--- config.mk ---
export PLATFORM = sky130hd
export DESIGN_NAME = tlv_frame_deframer
export DESIGN_NICKNAME = d
export VERILOG_FILES = /design/src/tlvd_pkg.sv /design/src/tlvd_parser.sv /design/src/tlvd_out_buf.sv /design/src/tlv_frame_deframer.sv
export SDC_FILE = /design/constraint.sdc
export NUM_CORES = 1
export LEC_CHECK = 0
export ABC_AREA = 1
export BUFFER_PORTS_ARGS = -buffer_cell sky130_fd_sc_hd__buf_2
export CORE_MARGIN = 2
export CORE_UTILIZATION = 59
export DETAILED_ROUTE_END_ITERATION = 8
export HOLD_SLACK_MARGIN = 0.1
export PLACE_DENSITY = 0.88
export SYNTH_ARGS = -nofsm -noshare
export SYNTH_HDL_FRONTEND = slang
export SYNTH_SLANG_ARGS = --single-unit
--- constraint.sdc ---
create_clock -name clk -period 4.1 [get_ports clk]
set_input_delay 0.82 -clock clk [delete_from_list [all_inputs] [get_ports clk]]
set_output_delay 0.82 -clock clk [all_outputs]
set_load 0.1 [all_outputs]
--- src/tlvd_pkg.sv ---
// tlvd_pkg: types and constants of the TLV deframer.
// No dependencies; imported by the parser, the output buffer and the top level.
`default_nettype none

package tlvd_pkg;

  // Length byte that announces a 16-bit length
  localparam logic [7:0] ESCAPE_LEN = 8'hFF;

  // Parser phase
  typedef enum logic [2:0] {
    PH_TAG   = 3'd0,
    PH_LEN   = 3'd1,
    PH_LENHI = 3'd2,
    PH_LENLO = 3'd3,
    PH_VALUE = 3'd4
  } tlvd_phase_t;

  // One result item
  typedef struct packed {
    logic [15:0] msg_length;
    logic        msg_last;
    logic        has_value;
    logic [7:0]  value_byte;
    logic [7:0]  msg_tag;
  } tlvd_result_t;

endpackage

`default_nettype wire

--- src/tlvd_parser.sv ---
// tlvd_parser: phase machine that turns each accepted byte into zero or one result.
// Depends on tlvd_pkg.
`default_nettype none

module tlvd_parser
  import tlvd_pkg::*;
(
  input  wire logic         clk,
  input  wire logic         rst_n,
  input  wire logic         byte_accept,
  input  wire logic [7:0]   data_byte,
  output logic              res_valid,
  output tlvd_result_t      res
);

  tlvd_phase_t phase_r, phase_nxt;
  logic [7:0]  held_tag_r, held_tag_nxt;
  logic [7:0]  length_high_r, length_high_nxt;
  logic [15:0] total_length_r, total_length_nxt;
  logic [15:0] bytes_left_r, bytes_left_nxt;

  logic [15:0] new_len;
  logic        len_known;
  logic        val_last;

  // Length as soon as it is complete in this byte
  always_comb begin
    new_len   = {8'd0, data_byte};
    len_known = 1'b0;
    unique case (phase_r)
      PH_LEN: begin
        new_len   = {8'd0, data_byte};
        len_known = (data_byte != ESCAPE_LEN);
      end
      PH_LENLO: begin
        new_len   = {length_high_r, data_byte};
        len_known = 1'b1;
      end
      default: begin
        new_len   = {8'd0, data_byte};
        len_known = 1'b0;
      end
    endcase
  end

  assign val_last = (bytes_left_r <= 16'd1);

  // Next state
  always_comb begin
    phase_nxt        = phase_r;
    held_tag_nxt     = held_tag_r;
    length_high_nxt  = length_high_r;
    total_length_nxt = total_length_r;
    bytes_left_nxt   = bytes_left_r;
    if (byte_accept) begin
      unique case (phase_r)
        PH_LEN, PH_LENLO: begin
          if (len_known) begin
            total_length_nxt = new_len;
            bytes_left_nxt   = new_len;
            phase_nxt        = (new_len == 16'd0) ? PH_TAG : PH_VALUE;
          end else begin
            phase_nxt = PH_LENHI;
          end
        end
        PH_LENHI: begin
          length_high_nxt = data_byte;
          phase_nxt       = PH_LENLO;
        end
        PH_VALUE: begin
          if (val_last) begin
            bytes_left_nxt = 16'd0;
            phase_nxt      = PH_TAG;
          end else begin
            bytes_left_nxt = bytes_left_r - 16'd1;
          end
        end
        // tag byte; unused codes behave the same
        default: begin
          held_tag_nxt = data_byte;
          phase_nxt    = PH_LEN;
        end
      endcase
    end
  end

  // Result outputs
  always_comb begin
    res_valid      = 1'b0;
    res.msg_tag    = held_tag_r;
    res.value_byte = 8'd0;
    res.has_value  = 1'b0;
    res.msg_last   = 1'b1;
    res.msg_length = 16'd0;
    unique case (phase_r)
      PH_LEN, PH_LENLO: begin
        // empty-message marker
        res_valid = byte_accept && len_known && (new_len == 16'd0);
      end
      PH_VALUE: begin
        res_valid      = byte_accept;
        res.value_byte = data_byte;
        res.has_value  = 1'b1;
        res.msg_last   = val_last;
        res.msg_length = total_length_r;
      end
      default: begin
        res_valid = 1'b0;
      end
    endcase
  end

  always_ff @(posedge clk) begin
    if (!rst_n) begin
      phase_r        <= PH_TAG;
      held_tag_r     <= 8'd0;
      length_high_r  <= 8'd0;
      total_length_r <= 16'd0;
      bytes_left_r   <= 16'd0;
    end else begin
      phase_r        <= phase_nxt;
      held_tag_r     <= held_tag_nxt;
      length_high_r  <= length_high_nxt;
      total_length_r <= total_length_nxt;
      bytes_left_r   <= bytes_left_nxt;
    end
  end

endmodule

`default_nettype wire

--- src/tlvd_out_buf.sv ---
// tlvd_out_buf: result register with a skid entry so the input side keeps moving.
// Depends on tlvd_pkg.
`default_nettype none

module tlvd_out_buf
  import tlvd_pkg::*;
(
  input  wire logic          clk,
  input  wire logic          rst_n,
  input  wire logic          push,
  input  wire tlvd_result_t  push_res,
  output logic               can_accept,
  output logic               out_valid,
  input  wire logic          out_ready,
  output tlvd_result_t       out_res
);

  logic         main_valid_r, main_valid_nxt;
  logic         skid_valid_r, skid_valid_nxt;
  tlvd_result_t main_r, main_nxt;
  tlvd_result_t skid_r, skid_nxt;
  logic         pop;

  assign pop        = main_valid_r && out_ready;
  assign can_accept = !skid_valid_r;
  assign out_valid  = main_valid_r;
  assign out_res    = main_r;

  // Fill and drain of the two entries
  always_comb begin
    main_valid_nxt = main_valid_r;
    skid_valid_nxt = skid_valid_r;
    main_nxt       = main_r;
    skid_nxt       = skid_r;
    if (skid_valid_r) begin
      if (pop) begin
        main_nxt       = skid_r;
        skid_valid_nxt = 1'b0;
      end
    end else if (push) begin
      if (!main_valid_r || pop) begin
        main_nxt       = push_res;
        main_valid_nxt = 1'b1;
      end else begin
        skid_nxt       = push_res;
        skid_valid_nxt = 1'b1;
      end
    end else if (pop) begin
      main_valid_nxt = 1'b0;
    end
  end

  always_ff @(posedge clk) begin
    if (!rst_n) begin
      main_valid_r <= 1'b0;
      skid_valid_r <= 1'b0;
    end else begin
      main_valid_r <= main_valid_nxt;
      skid_valid_r <= skid_valid_nxt;
    end
  end

  always_ff @(posedge clk) begin
    main_r <= main_nxt;
    skid_r <= skid_nxt;
  end

endmodule

`default_nettype wire

--- src/tlv_frame_deframer.sv ---
// tlv_frame_deframer: top level of the TLV deframer, parser plus output buffer.
// Depends on tlvd_pkg, tlvd_parser and tlvd_out_buf.
//
//   channel  direction  tdata                               tlast     tuser
//   in_      slave      [7:0] data_byte                     -         -
//   out_     master     [7:0] tag [15:8] value [31:16] len  msg_last  has_value
//
// One byte is accepted per clock while in_tready is high; the phase update and the result are
// formed in the same cycle, and the result is registered in the output register, or in the
// skid entry when that register is held. A two-entry output buffer (register plus skid) keeps
// in_tready high while a result waits; in_tready drops only when both entries are full.
// rst_n is synchronous, active low, and returns the parser to expecting a tag byte.
`default_nettype none

module tlv_frame_deframer
  import tlvd_pkg::*;
(
  input  wire logic        clk,
  input  wire logic        rst_n,
  input  wire logic        in_tvalid,
  output logic             in_tready,
  input  wire logic [7:0]  in_tdata,   // [7:0] data_byte
  output logic             out_tvalid,
  input  wire logic        out_tready,
  output logic [31:0]      out_tdata,  // [7:0] msg_tag, [15:8] value_byte, [31:16] msg_length
  output logic             out_tlast,  // msg_last
  output logic             out_tuser   // has_value
);

  logic         byte_accept;
  logic         res_valid;
  tlvd_result_t res;
  tlvd_result_t out_res;

  assign byte_accept = in_tvalid && in_tready;

  tlvd_parser u_parser (
    .clk         (clk),
    .rst_n       (rst_n),
    .byte_accept (byte_accept),
    .data_byte   (in_tdata),
    .res_valid   (res_valid),
    .res         (res)
  );

  tlvd_out_buf u_out_buf (
    .clk        (clk),
    .rst_n      (rst_n),
    .push       (res_valid),
    .push_res   (res),
    .can_accept (in_tready),
    .out_valid  (out_tvalid),
    .out_ready  (out_tready),
    .out_res    (out_res)
  );

  // Pack the result transaction
  assign out_tdata = {out_res.msg_length, out_res.value_byte, out_res.msg_tag};
  assign out_tlast = out_res.msg_last;
  assign out_tuser = out_res.has_value;

endmodule

`default_nettype wire

Word level (Yosys, flattened, before mapping)
Cells that the tools add are included.
{"block": "classes", "order_cmp": 1, "n_bitwise": 3, "n_reduce_logical": 22, "n_eq_ne": 9, "muxes": 22, "addsub": 1}
{"op": "2-to-1 mux 34 bit", "n": 4}
{"op": "2-to-1 mux 16 bit", "n": 3}
{"op": "case mux 16 bit (2 select lines)", "n": 1}
{"op": "2-to-1 mux 26 bit", "n": 1}
{"op": "<= comparator 16 x 1 -> 1 bit (second input constant)", "n": 1}
{"op": "logical NOT 16 bit", "n": 1}
{"op": "subtractor 16 x 1 -> 16 bit (second input constant)", "n": 1}
{"op": "AND reduction 3 bit", "n": 5}
{"op": "2-to-1 mux 3 bit", "n": 3}
{"op": "case mux 3 bit (3 select lines)", "n": 1}
{"op": "!= test 8 bit (second input constant)", "n": 1}
{"op": "nonzero test 2 bit", "n": 4}
{"op": "2-to-1 mux 1 bit", "n": 7}
{"op": "equality test 3 x 2 -> 1 bit (second input constant)", "n": 2}
{"op": "!= test 2 x 1 -> 1 bit (second input constant)", "n": 3}
{"op": "AND reduction 2 bit", "n": 3}
{"op": "logical AND 1 bit", "n": 4}
{"op": "case mux 1 bit (2 select lines)", "n": 2}
{"op": "OR reduction 4 bit", "n": 1}
{"op": "equality test 3 x 1 -> 1 bit (second input constant)", "n": 1}
{"op": "equality test 3 bit (second input constant)", "n": 1}
{"op": "NOT 1 bit", "n": 3}
{"op": "logical NOT 1 bit", "n": 2}
{"op": "!= test 2 bit (second input constant)", "n": 1}
{"op": "other kinds (2)", "n": 2}
{"block": "totals", "output_inout_bits": 36, "elab_cells": 75, "reg_bits": 121, "input_bits": 12}

Depth between registers and ports, before layout
{"block": "logic_depth", "word_depth": 7, "ltp_mapped": 11, "depth_no_buf": 11}

Modules after synthesis
From an unflattened synthesis, not the netlist that was laid out.
{"block": "unflattened", "hier_cells": 617, "hier_area_um2": 5302.6}
{"mod": "tlvd_parser", "seq_area_each_um2": 1021.0, "area_per_inst_um2": 2693.8, "n_inst": 1, "cells_per_inst": 417}
{"mod": "tlvd_out_buf", "seq_area_each_um2": 2082.0, "area_per_inst_um2": 2601.2, "n_inst": 1, "cells_per_inst": 198}
{"mod": "tlv_frame_deframer", "seq_area_each_um2": 0.0, "area_per_inst_um2": 7.5, "n_inst": 1, "cells_per_inst": 2}

Least setup slack after synthesis
OpenSTA, ideal clock, no wires.
{"block": "synth_timing", "path_kind": "input-to-reg", "startpoint": "input port in_tvalid", "endpoint": "register u_out_buf.main_r, in the netlist u_out_buf.out_res[0], enable pin", "setup_time_ns": 0.425, "arrival_ns": 2.949, "n_path_buf": 0, "path_stages": 8, "path_slack_ns": 0.726, "required_ns": 3.675, "path_cell_list": "nand2_1 nor2_1 nand2_1 inv_1 nand3_1 nand2_1 a21oi_1 nor2_1"}
{"block": "synth_between", "elab_chain_len": 6}
{"element": "start: declaration", "line": "tlv_frame_deframer.sv:20", "text": "input wire logic in_tvalid,"}
{"element": "logical AND 1 bit (*)", "line": "tlv_frame_deframer.sv:35", "text": "assign byte_accept = in_tvalid && in_tready;"}
{"element": "logical AND 1 bit (2 in a row)", "line": "tlvd_parser.sv:98", "text": "res_valid = byte_accept && len_known && (new_len == 16'd0);"}
{"element": "case mux 1 bit (2 select lines) (*)", "line": "tlvd_parser.sv:95", "text": "unique case (phase_r)"}
{"element": "nonzero test 2 bit (no line) (*)"}
{"element": "AND reduction 3 bit (no line) (*)"}
{"element": "end signal: assignment", "line": "tlvd_out_buf.sv:64", "text": "main_r <= main_nxt;"}
{"element": "end: declaration", "line": "tlvd_out_buf.sv:20", "text": "tlvd_result_t main_r, main_nxt;"}
Every way passes the cells marked *; elsewhere a longest branch is shown, timed or not.
A chain may end at the register's enable or synchronous reset.

Worst setup path in the final report
{"block": "layout_timing", "startpoint": "register u_out_buf.skid_valid_r", "endpoint": "output port in_tready"}
{"block": "layout_between", "elab_chain_len": 1}
{"element": "start: declaration", "line": "tlvd_out_buf.sv:19", "text": "logic skid_valid_r, skid_valid_nxt;"}
{"element": "start signal: assignment", "line": "tlvd_out_buf.sv:59", "text": "skid_valid_r <= skid_valid_nxt;"}
{"element": "logical NOT 1 bit", "line": "tlvd_out_buf.sv:25", "text": "assign can_accept = !skid_valid_r;"}
{"element": "end: declaration", "line": "tlv_frame_deframer.sv:21", "text": "output logic in_tready,"}
No other way between the ends.

==> out/summary.json <==
{
  "timing": {
    "layout_worst_path_cycle_share": 0.622,
    "slew_violations": 0,
    "fin_tns_setup_ns": 0,
    "timing_worst_slew_pin_value_ns": 0.966,
    "final-setup-viol-count": 0,
    "setup_repair_after_global_routing_missed_its_margin": "no",
    "finalClockSkew_ns": 0.00783,
    "max_freq_mhz": 392,
    "finalCriticalPeriod_ns": 2.55,
    "worst_slew_margin_rel": 0.355,
    "report.final.hold_viol_count": 0
  },
  "yosys": {
    "syn-mean-instance-area_um2": 8.74,
    "synthDistinctLibCells": 28,
    "post_syn_area_mm2": 0.00515,
    "yosys.area.top_type_share": 0.397,
    "ys_top_cells_by_count": "157 x nand2_1, 76 x nor2_1, 68 x edfxtp_1",
    "synthesis.instances": 589,
    "synthesis.nets": 603,
    "synth_seq_cells": 121,
    "fraction_of_the_yosys_area_taken_by_sequential_cells": 0.603,
    "top_area_cells_in_the_synthesized_netlist": "edfxtp_1 40%, dfxtp_1 21%, nand2_1 11%",
    "number_of_enable_flip_flop_cells_after_synthesis": 68,
    "ys_dominant_reg_cell": "edfxtp_1",
    "most_frequently_used_cell_type_in_the_post_synthesis_netlist": "nand2_1",
    "yosys_warnings": 0,
    "synthDominantAreaCellType": "edfxtp_1",
    "async_reset_ff_frac": 0
  },
  "pwr": {
    "ir_worst_vdd_mv": 0.398,
    "power.static_leakage_nw": 2.59,
    "report.power.total_mw": 3.25,
    "power.density_mw_per_mm2": 534
  },
  "placed_design": {
    "io_buffers": 47,
    "dp_cells": 726,
    "place_congestion": 0.908,
    "hpwlAfterDp_mm": 7.71,
    "placement.cell_area_mm2": 0.00546
  },
  "min_path": {
    "hold_path_class": "reg2reg",
    "hold_path.startpoint": "u_parser.total_length_r[2]"
  },
  "layout": {
    "final_nets": 651,
    "area_growth_pct": 18.3,
    "final_core_utilization": 0.709,
    "antenna_cells_inserted": 0,
    "final_area_mm2": 0.00609,
    "stdcell_count": 758,
    "drive_gt1_frac": 0.148,
    "fill_cells": 629
  },
  "grt": {
    "first_global_vias": 4143,
    "grt_first_pass_wirelength_mm": 20.0,
    "grt_start_max_net_pins": 46,
    "grt_overflow": 0,
    "number_of_antenna_violations_at_the_first_check_in_global_routing": 0,
    "global_route.usage.total": 0.270
  },
  "job": {
    "max_cap_violations": 0
  },
  "worst_setup_path": {
    "worst_r2r_src": "u_parser.phase_r[0]",
    "crit_path_max_fanout": 34,
    "critical_path_arrival_ns": 1.73,
    "crit_path_cell_trace": "inv_2, buf_4, buf_2",
    "cpPeakStageDelay_ns": 0.50,
    "timing.critical_path.to_type": "output pin",
    "timing_worst_setup_path_type": "reg2out",
    "startpoint": "u_out_buf.skid_valid_r",
    "critPathLaunchType": "register",
    "cpMaxStageDelayCell": "buf_2",
    "cp_data_required_time_ns": 3.28
  },
  "route": {
    "drt_iter0_markers": 391,
    "drc_errors": 0,
    "detail_route.wl_per_cell_um": 16.2,
    "drt_first_pass_iters": 6,
    "detail_route.wirelength_mm": 12.3,
    "vias_per_cell": 5.61,
    "vias": 4256,
    "postRouteAntennaNets": 0
  },
  "die": {
    "ioPinCount": 48,
    "rows": 34,
    "die_area_mm2": 0.00949,
    "start_util": 0.599,
    "die_height_um": 97.4,
    "core_outline_area_mm2": 0.00859,
    "die_width_um": 97.4
  },
  "clocking": {
    "cts.root.buffer_cell": "clkbuf_8",
    "cts.reportedPaths.clkPinSlew_ns": 0.06,
    "clockBufferDepth": 2,
    "clk-insertion-delay-late_ns": 0.52,
    "cts.sinks": 121,
    "ctsHtreeMaxLevel": 4,
    "postCtsHoldBufs": 0,
    "post-cts-setup-buffer-count": 0,
    "cts-buffers-inserted": 17,
    "cts_repair_resize_count": 0,
    "cts_tree": "yes"
  },
  "run_status": {
    "run_status": "completed"
  }
}
-- kinds of logic after synthesis --
logic type,synth area share
buffers and inverters,0.0656
adder cells (fa/ha/maj),0.00486
AO/OA/AOI/OAI,0.110
XOR/XNOR,0.0102
AND/OR/NAND/NOR,0.207
flip-flops,0.603
-- state kept, by name (all words and copies together) (netlist names) --
signal and flops:
u_out_buf.skid_r 34, u_parser.length_high_r 8, u_parser.held_tag_r 8, u_parser.phase_r 3, u_out_buf.out_res 34, u_parser.total_length_r 16, u_parser.bytes_left_r 16, u_out_buf.out_valid 1
u_out_buf.skid_valid_r 1
-- layout by cell type, fill, tap and decap left out, drive strengths merged, types with 8 or more instances in the layout --
master  count
nand2     157
nor2       78
edfxtp     68
inv        63
a21oi      55
o21ai      55
dfxtp      53
buf        52
nand3      21
clkbuf     18
clkinv      8
-- layer usage --
| layer | global-route usage | vias to the layer above | share of wire |
|---|---|---|---|
| met3 | 0.0755 | 32 | 0.073 |
| li1 | - | 2023 | - |
| met2 | 0.450 | 208 | 0.50 |
| met5 | 0 | - | 0 |
| met4 | 0.105 | 0 | 0.024 |
| met1 | 0.334 | 1993 | 0.40 |
-- area by class of cell --
class | count | area, um^2 | area share
tap | 108 | 135 | 0.0222
timing repair buffer | 52 | 273 | 0.0448
clock inverter | 14 | 216 | 0.0355
inverter | 62 | 234 | 0.0384
clock buffer | 18 | 418 | 0.0686
multi-input combinational | 383 | 1710 | 0.281
sequential | 121 | 3100 | 0.509
-- power by group --
part | internal [mW] | leakage, nW | switching, mW | total [mW]
clock | 1.05 | 0.312 | 0.550 | 1.60
combinational | 0.0795 | 1.22 | 0.219 | 0.299
sequential | 1.32 | 1.06 | 0.0296 | 1.35
-- final timing paths --
kind                                end  slack (ns)  cells after the start
min reg2reg  u_parser.total_length_r[2]        0.46                      2
max reg2reg       u_out_buf.out_res[30]        1.67                     10
max                           in_tready        1.55                      3
min          u_parser.total_length_r[2]        0.46                      2
-- through the flow --
stage / hold WS (ns) / setup WS, ns
after floorplan: 0.425 / 0.726
after global placement: 0.443 / 1.43
after detailed placement: 0.449 / 1.34
after CTS: 0.459 / 1.54
after global routing: 0.481 / 1.49
final: 0.457 / 1.55
-- worst max-delay path, delay by kind of cell (launching register included) --
family | cells | cell delay [ns]
buffers and inverters | 3 | 0.87
DFF | 1 | 0.32
Note: power is estimated with default switching activity, not from simulation.
